`src/hw/rtl/pal_pkg.sv`:
```
// ----------------------------------------------------------------------------
// Positional array list engine package
// Shared types, codes and constants for the list cells, the match encoder
// and the top level.
// ----------------------------------------------------------------------------
`default_nettype none

package pal_pkg;

  localparam int CAPACITY_DEFAULT = 64;
  localparam int CNT_W            = 7;
  localparam int DATA_W           = 32;

  typedef enum logic [1:0] {
    KIND_INSERT   = 2'd0,
    KIND_DELETE   = 2'd1,
    KIND_SEARCH   = 2'd2,
    KIND_TRAVERSE = 2'd3
  } kind_t;

  typedef enum logic [2:0] {
    ST_DONE     = 3'd0,
    ST_BADPOS   = 3'd1,
    ST_FULL     = 3'd2,
    ST_FOUND    = 3'd3,
    ST_NOTFOUND = 3'd4,
    ST_ELEMENT  = 3'd5,
    ST_EMPTY    = 3'd6
  } status_t;

  typedef enum logic [2:0] {
    S_IDLE,
    S_EXEC,
    S_SRCH1,
    S_SRCH2,
    S_TRAV
  } state_t;

  typedef enum logic [1:0] {
    CELL_HOLD,
    CELL_INSERT,
    CELL_DELETE,
    CELL_ROTATE
  } cell_op_t;

  typedef struct packed {
    logic [1:0]              kind;
    logic signed [DATA_W-1:0] value;
    logic [CNT_W-1:0]        position;
  } in_word_t;

  typedef struct packed {
    logic [2:0]              status;
    logic [CNT_W-1:0]        found_position;
    logic signed [DATA_W-1:0] element;
    logic [CNT_W-1:0]        entry_count;
    logic                    last;
  } out_word_t;

  typedef struct packed {
    cell_op_t                op;
    logic [CNT_W-1:0]        index;
    logic [CNT_W-1:0]        count;
    logic [CNT_W-1:0]        tail;
    logic [DATA_W-1:0]       value;
  } cell_ctrl_t;

endpackage

`default_nettype wire

```
`src/hw/rtl/pal_search.sv`:
```
// ----------------------------------------------------------------------------
// Match encoder
// Finds the first matching cell in two steps: first within groups of eight
// cells, which is registered, then across the groups.
// ----------------------------------------------------------------------------
`default_nettype none

module pal_search #(
  parameter int Capacity = pal_pkg::CAPACITY_DEFAULT
) (
  input  wire logic                       clk,
  input  wire logic [Capacity-1:0]        match,
  output logic                            hit,
  output logic      [pal_pkg::CNT_W-1:0]  hit_pos
);
  import pal_pkg::*;

  localparam int NGroup = (Capacity + 7) / 8;

  logic [NGroup*8-1:0] match_pad;
  logic [NGroup-1:0]   grp_any;
  logic [2:0]          grp_first [NGroup];
  logic [NGroup-1:0]   grp_any_next;
  logic [2:0]          grp_first_next [NGroup];

  assign match_pad = (NGroup*8)'(match);

  always_comb begin
    for (int g = 0; g < NGroup; g++) begin
      grp_any_next[g]   = 1'b0;
      grp_first_next[g] = 3'd0;
      for (int j = 7; j >= 0; j--) begin
        if (match_pad[g*8+j]) begin
          grp_any_next[g]   = 1'b1;
          grp_first_next[g] = 3'(j);
        end
      end
    end
  end

  always_ff @(posedge clk) begin
    grp_any   <= grp_any_next;
    grp_first <= grp_first_next;
  end

  always_comb begin
    hit     = 1'b0;
    hit_pos = '0;
    for (int g = NGroup - 1; g >= 0; g--) begin
      if (grp_any[g]) begin
        hit     = 1'b1;
        hit_pos = CNT_W'(g * 8) + {{(CNT_W-3){1'b0}}, grp_first[g]} + CNT_W'(1);
      end
    end
  end

endmodule

`default_nettype wire

```
`config.mk`:
```
export PLATFORM = sky130hd
export DESIGN_NAME = pal_search
export DESIGN_NICKNAME = d
export VERILOG_FILES = /design/src/hw/rtl/pal_pkg.sv /design/src/hw/rtl/pal_search.sv
export SDC_FILE = /design/constraint.sdc
export NUM_CORES = 1
export LEC_CHECK = 0
export ABC_AREA = 1
export ABC_CLOCK_PERIOD_IN_PS = 1800
export CAP_MARGIN = 25
export CORE_AREA = 3 3 64 66
export DETAILED_ROUTE_END_ITERATION = 7
export DIE_AREA = 0 0 67 69
export DONT_BUFFER_PORTS = 1
export GPL_TIMING_DRIVEN = 0
export PLACE_DENSITY = 0.69
export SYNTH_ARGS = -nofsm -noshare
export SYNTH_HDL_FRONTEND = slang
export SYNTH_SLANG_ARGS = --single-unit
export TNS_END_PERCENT = 5
```
`constraint.sdc`:
```
create_clock -name clk -period 1.8 [get_ports clk]
set_input_delay 0.36 -clock clk [delete_from_list [all_inputs] [get_ports clk]]
set_output_delay 0.36 -clock clk [all_outputs]
set_load 0.01 [all_outputs]
```
==> Word level (Yosys, flattened, before mapping) <==
Index checks and enable logic that the tools add are counted.
{ "word_totals": {"ff_bits": 32, "in_bits": 65, "out_inout_bits": 8, "elab_cells": 151} }
{ "classes": {"addsub": 15, "mux": 80, "n_reduce_logical": 24} }
{ "op_table": {"columns": ["operator", "n"], "rows": [
  ["$mux 3", 32],
  ["$mux 7", 8],
  ["$reduce_or 7->1", 8],
  ["$mux 2", 16],
  ["$reduce_or 4->1", 8],
  ["$add 6x3->7 const A", 4],
  ["$add 7x1->7 const B", 4],
  ["$mux 1", 24],
  ["$reduce_or 2->1", 8],
  ["$add 6x1->7 const B", 2],
  ["$add 5x3->6 const A", 2],
  ["$add 5x1->6 const B", 1],
  ["$add 4x3->5 const A", 1],
  ["$add 3x1->4 const B", 1]
]} }

==> Depth between registers and ports, before layout <==
{ "logic_depth": {"word_depth": 10, "depth_mapped": 12, "mapped_depth_nobuf": 12} }

==> Worst setup path before layout <==
OpenSTA, ideal clock, no wires.
{ "synth_path": {"kind": "flip-flop to output port", "from": "register grp_first[0] (netlist bit)", "to": "output port hit_pos[2] (netlist bit)", "t_arrival_ns": 1.271, "t_required_ns": 1.440, "setup_slack_ns": 0.169, "path_stages_with_launch": 13, "path_buffers": 0, "cell_sequence": "dfxtp_1 > ha_1 > ha_1 > nand2_1 > nor2_1 > nor2_1 > nand2_1 > nand2_1 > nand2_1 > nand2_1 > nand2_1 > nand2_1 > nand2_1"} }
{ "synth_via": {"elab_chain_cells": 10} }
{ "synth_rtl": {"columns": ["item", "line", "source"], "rows": [
  ["start, declared", "pal_search.sv:22", "logic [2:0] grp_first [NGroup];"],
  ["start signal, assigned", "pal_search.sv:43", "grp_first <= grp_first_next;"],
  ["$add 6x3->7", "pal_search.sv:52", "hit_pos = CNT_W'(g * 8) + {{(CNT_W-3){1'b0}}, grp_first[g]} + CNT_W'(1);"],
  ["$add 7x1->7", "pal_search.sv:52", null],
  ["$mux 7 (8 in series)", "pal_search.sv:50", "if (grp_any[g]) begin"],
  ["end, declared", "pal_search.sv:14", "output logic [pal_pkg::CNT_W-1:0] hit_pos"]
]} }
No other way between the ends.

==> Final worst setup path <==
{ "layout_path": {"from": "register grp_first[1] (netlist bit)", "to": "output port hit_pos[2] (netlist bit)"} }
The elaborated chain is that of the path after synthesis.

==> results by group <==
Outcome
  • Status: finished with violations
  • Failing checks: setup timing

Floorplan
  • Core area: 0.00363 mm^2
  • Ports: 73
  • Die height: 69 um
  • FP Rows: 22
  • Initial Util: a little over half
  • Die area: roughly 0.0046 mm^2
  • Die Span X: approximately 67 um

Drt
  • Vias: 1799
  • Drt first pass iters: 4
  • DRT iter0 DRCs: between 50 and 60
  • Routed Antenna Nets: 0
  • Drc violations: 0
  • DR vias/cell: between 5 and 6
  • WL final: roughly 3.8 mm
  • Detailed-route wire length per cell: 11.0 um

Layout
  • Fillers: about 380
  • Multi-input logic area: approximately 0.0012 mm^2
  • FF/Latch Area: 647 um^2
  • Ant. Diodes: 0
  • Most frequent cells in the layout: nand2_1, nor2_1, inv_1, a21oi_1, dfxtp_1
  • Area grow syn2layout: 11.5%
  • Share of cells above drive strength 1: between 10% and 20%
  • Most common cell after layout, fill and taps aside: nand2_1
  • Post-layout nets: about 380

Worst setup path
  • Crit end category: output pin
  • Data required time at the worst endpoint: 1440 ps
  • Worst-path maximum fanout: 2
  • Worst Path Arrival: between 1500 and 2000 ps
  • Startpoint Class: flop
  • Kind of critical path: reg -> out

Timing
  • Final setup violation count: 3
  • Worst slew margin: about 76%
  • Max Clock Freq: between 0.4 and 0.5 GHz
  • Fin. Hold Viols: 0
  • Setup ws final: -249 ps
  • Tcrit/Tclk final: 114%
  • Final Max Slew Viols: 0
  • Final hold slack: between 100 and 150 ps
  • Least-Margin Pin Slew: between 300 and 400 ps
  • RSZ-0062 raised after global routing: true
  • Fin crit period: around 2000 ps

Clocking
  • Hold Buf Count CTS: 0
  • H-Tree Depth: 2
  • Cts bufs inserted: 5
  • Clk slew on worst S/H paths: 60 ps
  • CTS tree: built
  • Root Driver: clkbuf_8
  • Clk sinks: 32
  • Clk buf depth: 2

Global routing
  • Vias in the first global route: between 1500 and 2000
  • Total global routing overflow: 0
  • Initial antenna violation count: 0
  • First-pass GRT wire length: ~6.4 mm
  • Pin count of the biggest net entering global routing: 10
  • Total track usage: around 17%

Run
  • MaxCap Viol Count: 0

Place
  • Global placer's final weighted congestion: approximately 0.8
  • PortBufs: 0
  • Hpwl dp: 3.18 mm
  • Pre-CTS WS: -10.1 ps

Synth
  • Area leader, netlist: dfxtp_1
  • Post-synthesis sequential area ratio: 33.4%
  • Top cells by area, synth: dfxtp_1, nand2_1, a21oi_1, nor2_1, ha_1
  • Post-synthesis cell type count: 23
  • Share of the synthesized area in the top cell type: between 30 and 40%
  • Number of synthesis warnings: 0
  • Post-Syn Area per Cell: 6.57 um^2
  • Synthesized area: ~0.0019 mm^2
  • Synth Instances: around 290
  • Yosys reg bits: 32
  • Synthesized Nets: roughly 370

Power and ir drop
  • Leakage power: roughly 0.99 nW
  • Worst IR Drop VDD: between 0.0005 and 0.0006 V
  • Clock network power share: 37.4%
  • Sequential fraction of design power: between 50% and 60%
  • Logic pwr share: slightly below 10%
  • Sw power: 0.000316 W
  • Sw Ratio: 22.0%
  • PwrDens: 671 mW/mm^2
  • Total internal power: 0.00112 W

Min path
  • Worst min path class: in -> reg
## critical path, stage by stage, from the launching register on
cell     delay, ps
dfxtp_2        340
ha_4           160
ha_4           250
nand2_2         50
nor2_2         100
nor2_1          50
nand2_1         80
nand2_1         60
nand2_1         70
nand2_1         50
nand2_1         50
nand2_1         70
nand2_2         90
## layout make-up
type / instances / share of cell area [%]
multi-input combinational: 215 / 54.5
sequential: 32 / 30.3
inverter: 45 / 7.90
clock buffer: 8 / 4.21
tap: 48 / 2.81
timing repair buffer: 1 / 0.351
## metrics by stage
| step | utilization, % | instances | power [W] | setup TNS [ps] | area [um^2] |
|---|---|---|---|---|---|
| after CTS | 57.8 | 349 | 0.00145 | -397 | 2100 |
| after global placement | 54.4 | 340 | 0.000899 | 0 | 1980 |
| after floorplan | - | 292 | 0.000880 | 0 | 1920 |
| after global routing | 58.8 | 349 | 0.00153 | -770 | 2140 |
| after detailed placement | 54.4 | 340 | 0.000904 | -10.1 | 1980 |
| final | 58.8 | 349 | 0.00143 | -315 | 2140 |
## metal layers
layer / vias to the layer above / share of wire, % / track usage, %
li1: 969 / - / -
met1: 774 / 43 / 20.9
met2: 51 / 48 / 28.3
met3: 5 / 7.8 / 5.05
met4: 0 / 1.3 / 6.76
met5: - / 0 / 0
## power by group through the flow
stage	Combinational (W)	Sequential [W]	Clock, W
finish	0.000139	0.000759	0.000537
global route	0.000164	0.000762	0.000600
CTS	0.000137	0.000757	0.000561
detailed placement	0.000131	0.000772	0
global placement	0.000128	0.000772	0
floorplan	0.000113	0.000767	0
## cell usage after synthesis
library cell	count
nand2_2	2
nand3_1	11
ha_1	12
o211ai_1	1
a21oi_1	33
nor3_1	12
nor2_1	41
inv_1	40
dfxtp_1	32
nand4_1	2
inv_2	5
xnor2_1	1
nor4_1	9
xor2_1	1
nand3_2	1
or2_2	10
a211oi_1	4
o21ai_0	10
a31oi_1	1
nand2_1	55
or2_1	4
o21ai_1	3
nor2_2	2
## cell families after synthesis
group / synth area share [%]
simple gates: 34.8
compound gates: 14.3
buf+inv: 8.81
flops: 33.4
fa+ha+maj: 7.83
xor+xnor: 0.913
## what timing repair did
| item | in CTS | in global routing |
|---|---|---|
| pin swaps | 2 | 7 |
| buffers inserted | 1 | 0 |
| gates resized for setup | 6 | 10 |
| setup endpoints to repair | 4 | 7 |
## sequential cells by signal, summed over array words and instances, names as in the netlist
register,cells
grp_any,8
grp_first,24
## path summary, 6_finish.rpt
kind / from / to / slack, ps / depth (start not counted)
setup / recovery: grp_first[1]$_SDFF_PP0_ / hit_pos[2] / -250 / 12
hold / removal: match[56] / grp_first[0]$_SDFF_PP0_ / 140 / 1
(Power assumes the default switching activity.)
