### src/hw/rtl/pal_pkg.sv
// ----------------------------------------------------------------------------
// Positional array list engine package
// Shared types, codes and constants for the list cells, the match encoder
// and the top level.
// ----------------------------------------------------------------------------
`default_nettype none

package pal_pkg;

  localparam int CAPACITY_DEFAULT = 64;
  localparam int CNT_W            = 7;
  localparam int DATA_W           = 32;

  typedef enum logic [1:0] {
    KIND_INSERT   = 2'd0,
    KIND_DELETE   = 2'd1,
    KIND_SEARCH   = 2'd2,
    KIND_TRAVERSE = 2'd3
  } kind_t;

  typedef enum logic [2:0] {
    ST_DONE     = 3'd0,
    ST_BADPOS   = 3'd1,
    ST_FULL     = 3'd2,
    ST_FOUND    = 3'd3,
    ST_NOTFOUND = 3'd4,
    ST_ELEMENT  = 3'd5,
    ST_EMPTY    = 3'd6
  } status_t;

  typedef enum logic [2:0] {
    S_IDLE,
    S_EXEC,
    S_SRCH1,
    S_SRCH2,
    S_TRAV
  } state_t;

  typedef enum logic [1:0] {
    CELL_HOLD,
    CELL_INSERT,
    CELL_DELETE,
    CELL_ROTATE
  } cell_op_t;

  typedef struct packed {
    logic [1:0]              kind;
    logic signed [DATA_W-1:0] value;
    logic [CNT_W-1:0]        position;
  } in_word_t;

  typedef struct packed {
    logic [2:0]              status;
    logic [CNT_W-1:0]        found_position;
    logic signed [DATA_W-1:0] element;
    logic [CNT_W-1:0]        entry_count;
    logic                    last;
  } out_word_t;

  typedef struct packed {
    cell_op_t                op;
    logic [CNT_W-1:0]        index;
    logic [CNT_W-1:0]        count;
    logic [CNT_W-1:0]        tail;
    logic [DATA_W-1:0]       value;
  } cell_ctrl_t;

endpackage

`default_nettype wire

### src/hw/rtl/pal_cell.sv
// ----------------------------------------------------------------------------
// List cell
// Holds one list entry. Moves it towards either neighbour on insert, delete
// and rotation, and registers whether it matches the search key.
// ----------------------------------------------------------------------------
`default_nettype none

module pal_cell #(
  parameter int Idx = 0
) (
  input  wire logic                        clk,
  input  wire pal_pkg::cell_ctrl_t         ctrl,
  input  wire logic [pal_pkg::DATA_W-1:0]  left,
  input  wire logic [pal_pkg::DATA_W-1:0]  right,
  input  wire logic [pal_pkg::DATA_W-1:0]  head,
  output logic      [pal_pkg::DATA_W-1:0]  data,
  output logic                             match
);
  import pal_pkg::*;

  localparam logic [CNT_W-1:0] IdxC = CNT_W'(Idx);

  logic [DATA_W-1:0] data_next;

  always_comb begin
    data_next = data;
    case (ctrl.op)
      CELL_INSERT: begin
        if (ctrl.index == IdxC) begin
          data_next = ctrl.value;
        end else if (ctrl.index < IdxC) begin
          data_next = left;
        end
      end
      CELL_DELETE: begin
        if (ctrl.index <= IdxC) begin
          data_next = right;
        end
      end
      CELL_ROTATE: begin
        if (ctrl.tail == IdxC) begin
          data_next = head;
        end else if (IdxC < ctrl.tail) begin
          data_next = right;
        end
      end
      default: begin
      end
    endcase
  end

  always_ff @(posedge clk) begin
    data  <= data_next;
    match <= (data == ctrl.value) && (IdxC < ctrl.count);
  end

endmodule

`default_nettype wire

### config.mk
export PLATFORM = sky130hd
export DESIGN_NAME = pal_cell
export DESIGN_NICKNAME = d
export VERILOG_FILES = /design/src/hw/rtl/pal_pkg.sv /design/src/hw/rtl/pal_cell.sv
export SDC_FILE = /design/constraint.sdc
export NUM_CORES = 1
export LEC_CHECK = 0
export ABC_AREA = 1
export BUFFER_PORTS_ARGS = -buffer_cell sky130_fd_sc_hd__buf_2
export CAP_MARGIN = 20
export CELL_PAD_IN_SITES_DETAIL_PLACEMENT = 0
export CELL_PAD_IN_SITES_GLOBAL_PLACEMENT = 2
export CORE_UTILIZATION = 22
export CTS_CLUSTER_DIAMETER = 60
export CTS_CLUSTER_SIZE = 25
export DETAILED_ROUTE_END_ITERATION = 10
export PLACE_DENSITY_LB_ADDON = 0.1
export SYNTH_ARGS = -nofsm -noshare
export SYNTH_HDL_FRONTEND = slang
export SYNTH_SLANG_ARGS = --single-unit
### constraint.sdc
create_clock -name clk -period 5.4 [get_ports clk]
set_input_delay 1.08 -clock clk [delete_from_list [all_inputs] [get_ports clk]]
set_output_delay 1.08 -clock clk [all_outputs]
set_load 0.01 [all_outputs]
## Word-level counts from Yosys, hierarchy flattened

Cells that the tools add are included.

- Register bits: 33
- Input port bits: 152

- Magnitude comparators: 4
- Equal/unequal tests: 7
- Mux-type cells: 6
- Reduce and logical (&&, ||, !) cells: 5

Operators by type and width:

| operator | count |
|---|---|
| 32-bit 2-to-1 mux | 5 |
| 32-bit one-hot mux with 3 select lines | 1 |
| 32-bit equality test | 1 |
| 7-bit zero test | 2 |
| 1-bit by 7-bit < comparator with 1-bit output (first input constant) | 2 |
| 7-bit by 1-bit less-or-equal comparator with 1-bit output (second input constant) | 1 |
| 7-bit by 1-bit < comparator with 1-bit output (second input constant) | 1 |
| 3-bit != test (second input constant) | 2 |
| 2-bit equality test (second input constant) | 2 |
| 4-bit AND reduction | 1 |
| 3-bit nonzero test | 1 |
| 2-bit by 1-bit equality test with 1-bit output (second input constant) | 1 |
| 2-bit != test (second input constant) | 1 |
| 1-bit logical AND | 1 |

## Depth between registers and ports, before layout

Gate-level depths: netlist of run 1.

- Depth in word-level cells: 4
- Depth in mapped cells: 9
- Mapped depth without buffers: 8

## Least setup slack after synthesis of run 1

Ideal clock, no wire load.

- Path type: input port to flip-flop
- Start: input port ctrl[54] (netlist name)
- End: register data[0] (netlist name), enable pin
- Library setup time: 478 ps
- Arrival time: 2114 ps
- Required time: 4922 ps
- Setup slack: 2808 ps
- Stages: 4
- Cell sequence: buf_4 -> or2_2 -> nand3_1 -> nand2_1

- Longest elaborated chain between the ends: 3

RTL lines:

| what | line | RTL |
|---|---|---|
| start, declared | pal_cell.sv:12 | `input wire pal_pkg::cell_ctrl_t ctrl,` |
| 2-bit equality test or 2-bit by 1-bit equality test with 1-bit output (tied branches) | pal_cell.sv:27 | `case (ctrl.op)` |
| 3-bit != test (no line), or another cell as far along | - |  |
| 4-bit AND reduction (no line) (*) | - |  |
| end signal, assigned | pal_cell.sv:53 | `data <= data_next;` |
| end, declared | pal_cell.sv:16 | `output logic [pal_pkg::DATA_W-1:0] data,` |

Mark *: on every way between the ends. The rest lies on a longest branch, timed or not.
A chain may end at the register's enable or synchronous reset.

## Worst setup path in the final report of run 1

- Start: input port ctrl[54] (netlist name)
- End: register data[9] (netlist name) (data pin)

- Longest elaborated chain between the ends: 2

RTL lines:

| what | line | RTL |
|---|---|---|
| 2-bit equality test or 2-bit by 1-bit equality test with 1-bit output (tied branches) | pal_cell.sv:27 |  |
| 32-bit one-hot mux with 3 select lines (*) | pal_cell.sv:27 |  |
| named net data_next[9] | pal_cell.sv:23 | `logic [DATA_W-1:0] data_next;` |

The timed path passes the listed nets; every way through them passes the cells marked *.

==> flow_summary.ini, run 1 <==
[clock_tree]
insertion_delay_ns = 0.28
cts_hold_buffers = 0
cts_num_sinks = 33
cts_root_buffer = clkbuf_16
cts-resized-gates = 0
clockBufferDepth = 2
cts_setup_buffers = 0
clk_pin_slew_ns = 0.06
cts_tree = built
cts-buffers-inserted = 5
htreeDepth = 2

[yosys]
synth-edff-count = 32
syn-cell-area_mm2 = 0.00269
synth_nets = 545
synthArstFlopShare = 0
ys_types = 30
syn_inst = 393
synth_warnings = 0
yosysSeqAreaShare = 0.365
synth_area_per_cell_um2 = 6.84
ys_ff_latch = 33
synth_flop_cell = edfxtp_1

[power]
leakagePower_nw = 1.89
ir_worst_vdd_mv = 0.0919
power.density_mw_per_mm2 = 219

[timing]
tightest_slew_ns = 0.934
rsz0062_at_grt = no
hold_violations = 0
clock.fmax_mhz = 356
fin_setup_tns_ns = 0
fin_crit_sh = 0.521
hold_slack_ns = 0.696
final-setup-viol-count = 0
relSlewSlack = 0.375
min_period_ns = 2.81
skew_ns = 0.00448
slew_viol_final = 0

[setup_path]
path_class = in2reg
crit_fanout = 25
endpoint_kind = register
required_ns = 5.45
crit_arrival_ns = 2.86
cp-start-kind = input port

[floorplan]
fp.dieH_um = 113
row_count = 39
coreArea_mm2 = 0.0117
io_pins = 185
die-width_um = 113
dieArea_mm2 = 0.0127
initial_core_util = 0.230

[cells_and_area]
fillCellCount = 1295
layout.nets = 691
final_cell_mix = buf_2 (152), nand2_1 (139), nor2_1 (50), inv_1 (45), edfxtp_1 (32)
layout.cells.most_common = buf_2
layout-drive-gt1-share = 0.337
n_antenna_cell = 0
area_delta_synth_final_pct = 35.6

[run_status]
outcome = finished, final reports clean

[routing]
first_pass_iters = 4
routed_wl_um = 9820
drtAntennaViolNets = 0
wire_per_inst_um = 14.4
vias = 2926
first_iter_violations = 92
route.detailed.drc = 0
drt-vias-per-instance = 4.28

[hold_path]
min_path_type = reg2reg

[placement]
port_buffers = 152
gp_congestion = 0.722
hpwl_um = 6970

[global_routing]
gr-usage-met2 = 0.276
grt.busiest_layer = met2
grt_pass1_wl_um = 15000
use_met3 = 0.0351
overflow = 0
gr-usage-all-layers = 0.157
antenna_found_initial = 0
grt_max_degree = 34
use_met1 = 0.195
grt_pass1_vias = 2864

[run]
maxCapViolations = 0
cell usage after synthesis, types with 2 or more instances:
library cell	number	share of area
buf_6	6	0.025
clkbuf_1	2	0.0028
nand2_2	11	0.026
o22ai_1	8	0.019
inv_1	45	0.063
o21ai_1	18	0.034
or2_2	2	0.0047
nor2_1	50	0.070
inv_2	3	0.0042
nand3_1	23	0.043
xnor2_1	11	0.036
o21bai_1	13	0.036
nor3_1	2	0.0037
edfxtp_1	32	0.36
buf_4	3	0.0084
o21ai_0	11	0.020
nand2_1	140	0.20
routing by layer:
metal	routed length (um)	up-vias
li1	-	1531
met1	4550	1290
met2	4610	98
met3	570	7
met4	91	0
met5	0	-
power breakdown:
group | switching (mW) | internal, mW | leakage (nW)
Sequential | 0.0132 | 0.307 | 0.302
Clock | 0.117 | 0.167 | 0.0687
Combinational | 0.105 | 0.0858 | 1.52
Total | 0.236 | 0.560 | 1.89
flip-flops by register name, indices dropped and copies added (netlist names):
name   count
match      1
data      32
worst paths after layout:
kind / startpoint / to / slack [ns] / depth (start not counted)
setup / recovery: ctrl[54] / data[9]$_DFFE_PP_ / 2.59 / 8
hold / removal: data[11]$_DFFE_PP_ / match$_DFF_P_ / 0.70 / 5
setup reg to reg: data[13]$_DFFE_PP_ / match$_DFF_P_ / 4.20 / 7
hold reg to reg: data[11]$_DFFE_PP_ / match$_DFF_P_ / 0.70 / 5
per-stage QoR:
stage          total power [mW]  std cells  area (um^2)  worst slack [ns]   util
5_1_grt                   0.841        683         3640              2.41  0.312
3_5_place_dp              0.520        675         3510              2.24  0.301
3_3_place_gp              0.518        675         3510              2.26  0.301
6_report                  0.796        683         3640              2.59  0.312
2_1_floorplan             0.425        393         2690              2.81      -
4_1_cts                   0.812        683         3640              2.53  0.312
area by class of cell:
cell class / count / area (um^2) / area share
multi-input cells: 297 / 1390 / 0.382
flip-flops and latches: 33 / 981 / 0.269
repair buffers: 152 / 761 / 0.209
inverters: 50 / 195 / 0.0536
well taps: 143 / 179 / 0.0491
clock buffers: 5 / 125 / 0.0343
clock inverters: 3 / 12.5 / 0.00343
critical path: stages:
cell,delay (ns)
buf_2,0.37
inv_4,0.22
nor2_4,0.60
inv_2,0.24
o22ai_1,0.19
inv_1,0.06
nand2_1,0.06
inv_1,0.03
cells by family after synthesis:
group | Yosys count | synth area share
AO/OA/AOI/OAI | 51 | 0.112
flip-flops | 33 | 0.365
XOR/XNOR | 12 | 0.0391
AND/OR/NAND/NOR | 234 | 0.365
buffers and inverters | 63 | 0.118
Power figures use the tool's default switching activity.
==> inputs of run 2 (changes only) <==
--- a/config.mk
+++ b/config.mk
@@ -10,7 +10,7 @@
 export CAP_MARGIN = 20
 export CELL_PAD_IN_SITES_DETAIL_PLACEMENT = 0
 export CELL_PAD_IN_SITES_GLOBAL_PLACEMENT = 2
-export CORE_UTILIZATION = 22
+export CORE_UTILIZATION = 20
 export CTS_CLUSTER_DIAMETER = 60
 export CTS_CLUSTER_SIZE = 25
 export DETAILED_ROUTE_END_ITERATION = 10
==> constraint.sdc (replaced) <==
create_clock -name clk -period 2.77 [get_ports clk]
set_input_delay 0.554 -clock clk [delete_from_list [all_inputs] [get_ports clk]]
set_output_delay 0.554 -clock clk [all_outputs]
set_load 0.01 [all_outputs]
==> run 2 against run 1 <==
Non-clock buffer count grew 4. Routed wire length rose by 2.0%. Flip-flop and latch count is the same. Clock skew increased by 0.0055 ns. Clock power is 92% higher. Register-to-register slack worse by 2.6 ns. Utilization is 2.3 points lower. Via count fell by 0.34%. Cell count up 4.8%. Global-route usage shrank 0.98 points. Design area up 2.1%. Worst setup slack got worse by 1.6 ns. Critical path type unchanged. Largest cell class unchanged.
==> flow_summary.ini, run 2 (synthesis results as in run 1) <==
[setup_path]
setup.worst_path.start = ctrl[54]
crit_fanout = 24
path_class = in2reg
crit_arrival_ns = 1.90
r2r_cells = 7
reg2reg_slack_ns = 1.58
critPathCapture = data[17]$_DFFE_PP_
cp-start-kind = input port
required_ns = 2.90
r2r-start = data[13]$_DFFE_PP_
endpoint_kind = register
r2r-end = match$_DFF_P_

[clock_tree]
clk_pin_slew_ns = 0.06
cts_hold_buffers = 0
clockBufferDepth = 2
cts_setup_buffers = 0
htreeDepth = 2
cts_tree = built
cts_root_buffer = clkbuf_16
cts_num_sinks = 33
insertion_delay_ns = 0.28
cts-buffers-inserted = 5
cts-resized-gates = 0

[routing]
route.detailed.drc = 0
wire_per_inst_um = 14.0
first_pass_iters = 4
vias = 2916
first_iter_violations = 71
drt-vias-per-instance = 4.07
drtAntennaViolNets = 0
routed_wl_um = 10000

[cells_and_area]
stdcell_count = 716
fillCellCount = 1496
layout.cells.most_common = buf_2
reg.largest.list = data: 32 flops, match: 1 flops
max_flop_register = data
area_delta_synth_final_pct = 38.5
largest_reg_flops = 32
n_antenna_cell = 0
layout.nets = 695
layout-drive-gt1-share = 0.340
final_cell_mix = buf_2 (152), nand2_1 (139), nor2_1 (50), inv_1 (45), edfxtp_1 (32)

[floorplan]
initial_core_util = 0.209
fp.dieH_um = 118
row_count = 41
io_pins = 185
die-width_um = 118
coreArea_mm2 = 0.0129
dieArea_mm2 = 0.0139

[power]
leakagePower_nw = 1.91
power.density_mw_per_mm2 = 416
ir_worst_vdd_mv = 0.212

[timing]
rsz0062_at_grt = no
slew_viol_final = 0
tightest_slew_ns = 0.538
relSlewSlack = 0.641
clock.fmax_mhz = 566
fin_crit_sh = 0.638
skew_ns = 0.00999
final-setup-viol-count = 0
hold_violations = 0
min_period_ns = 1.77
fin_setup_tns_ns = 0

[global_routing]
grt_max_degree = 33
grt_pass1_wl_um = 15600
antenna_found_initial = 1
gr-usage-all-layers = 0.147
grt_pass1_vias = 2962
overflow = 0

[hold_path]
min_path_type = in2reg

[run]
maxCapViolations = 0

[placement]
hpwl_um = 7460
port_buffers = 152
dpl.cell_count = 708
gp_congestion = 0.729

[run_status]
outcome = finished, final reports clean
[run 2: cell count changes in the layout (fill, tap and decap cells not counted)]
| cell | previous run | this run |
|---|---|---|
| buf_4 | 0 | 3 |
| clkbuf_1 | 0 | 3 |
| clkinv_1 | 2 | 0 |
| buf_12 | 0 | 1 |
| clkinv_2 | 1 | 0 |
[run 2: how the worst min path moves through the flow]
| stage | startpoint | end | slack (ns) | cells past startpoint |
|---|---|---|---|---|
| after floorplan | data[12]$_DFFE_PP_ | match$_DFF_P_ | 0.68 | 5 |
| after global placement | data[12]$_DFFE_PP_ | match$_DFF_P_ | 0.68 | 5 |
| after detailed placement | data[27]$_DFFE_PP_ | match$_DFF_P_ | 0.68 | 5 |
| after CTS | head[21] | data[21]$_DFFE_PP_ | 0.56 | 3 |
| after global routing | right[11] | data[11]$_DFFE_PP_ | 0.59 | 3 |
| final | head[14] | data[14]$_DFFE_PP_ | 0.57 | 3 |
[run 2: critical path: stages]
cell and delay [ns]:
buf_2 0.36, inv_4 0.20, nor2_4 0.13, buf_4 0.34, nand2_1 0.08, o21ai_0 0.07
o21bai_1 0.12
[run 2: power by group]
group | switching, mW | internal, mW | total [mW]
combinational | 0.206 | 0.172 | 0.378
sequential | 0.0260 | 0.599 | 0.625
clock | 0.211 | 0.335 | 0.546
[run 2: metal layers]
layer	track usage	vias to the layer above	wire, um
li1	-	1538	-
met1	0.186	1277	4620
met2	0.249	90	4720
met3	0.0334	9	546
met4	0.0385	2	120
met5	0	-	11
[run 2: final cells by class]
type	count	area (um^2)	share of cell area
flip-flops and latches	33	981	0.264
multi-input cells	297	1390	0.374
well taps	172	215	0.0578
inverters	50	195	0.0525
clock buffers	8	136	0.0367
repair buffers	156	803	0.216
[run 2: through the flow]
step | utilization | area, um^2 | hold slack [ns] | power [mW] | worst slack (ns)
after floorplan | - | 2690 | 0.677 | 0.828 | 0.704
after global placement | 0.278 | 3580 | 0.677 | 1.02 | 0.671
after detailed placement | 0.278 | 3580 | 0.682 | 1.02 | 0.685
after CTS | 0.289 | 3720 | 0.564 | 1.59 | 0.976
after global routing | 0.289 | 3720 | 0.586 | 1.64 | 0.844
final | 0.289 | 3720 | 0.572 | 1.55 | 1.00
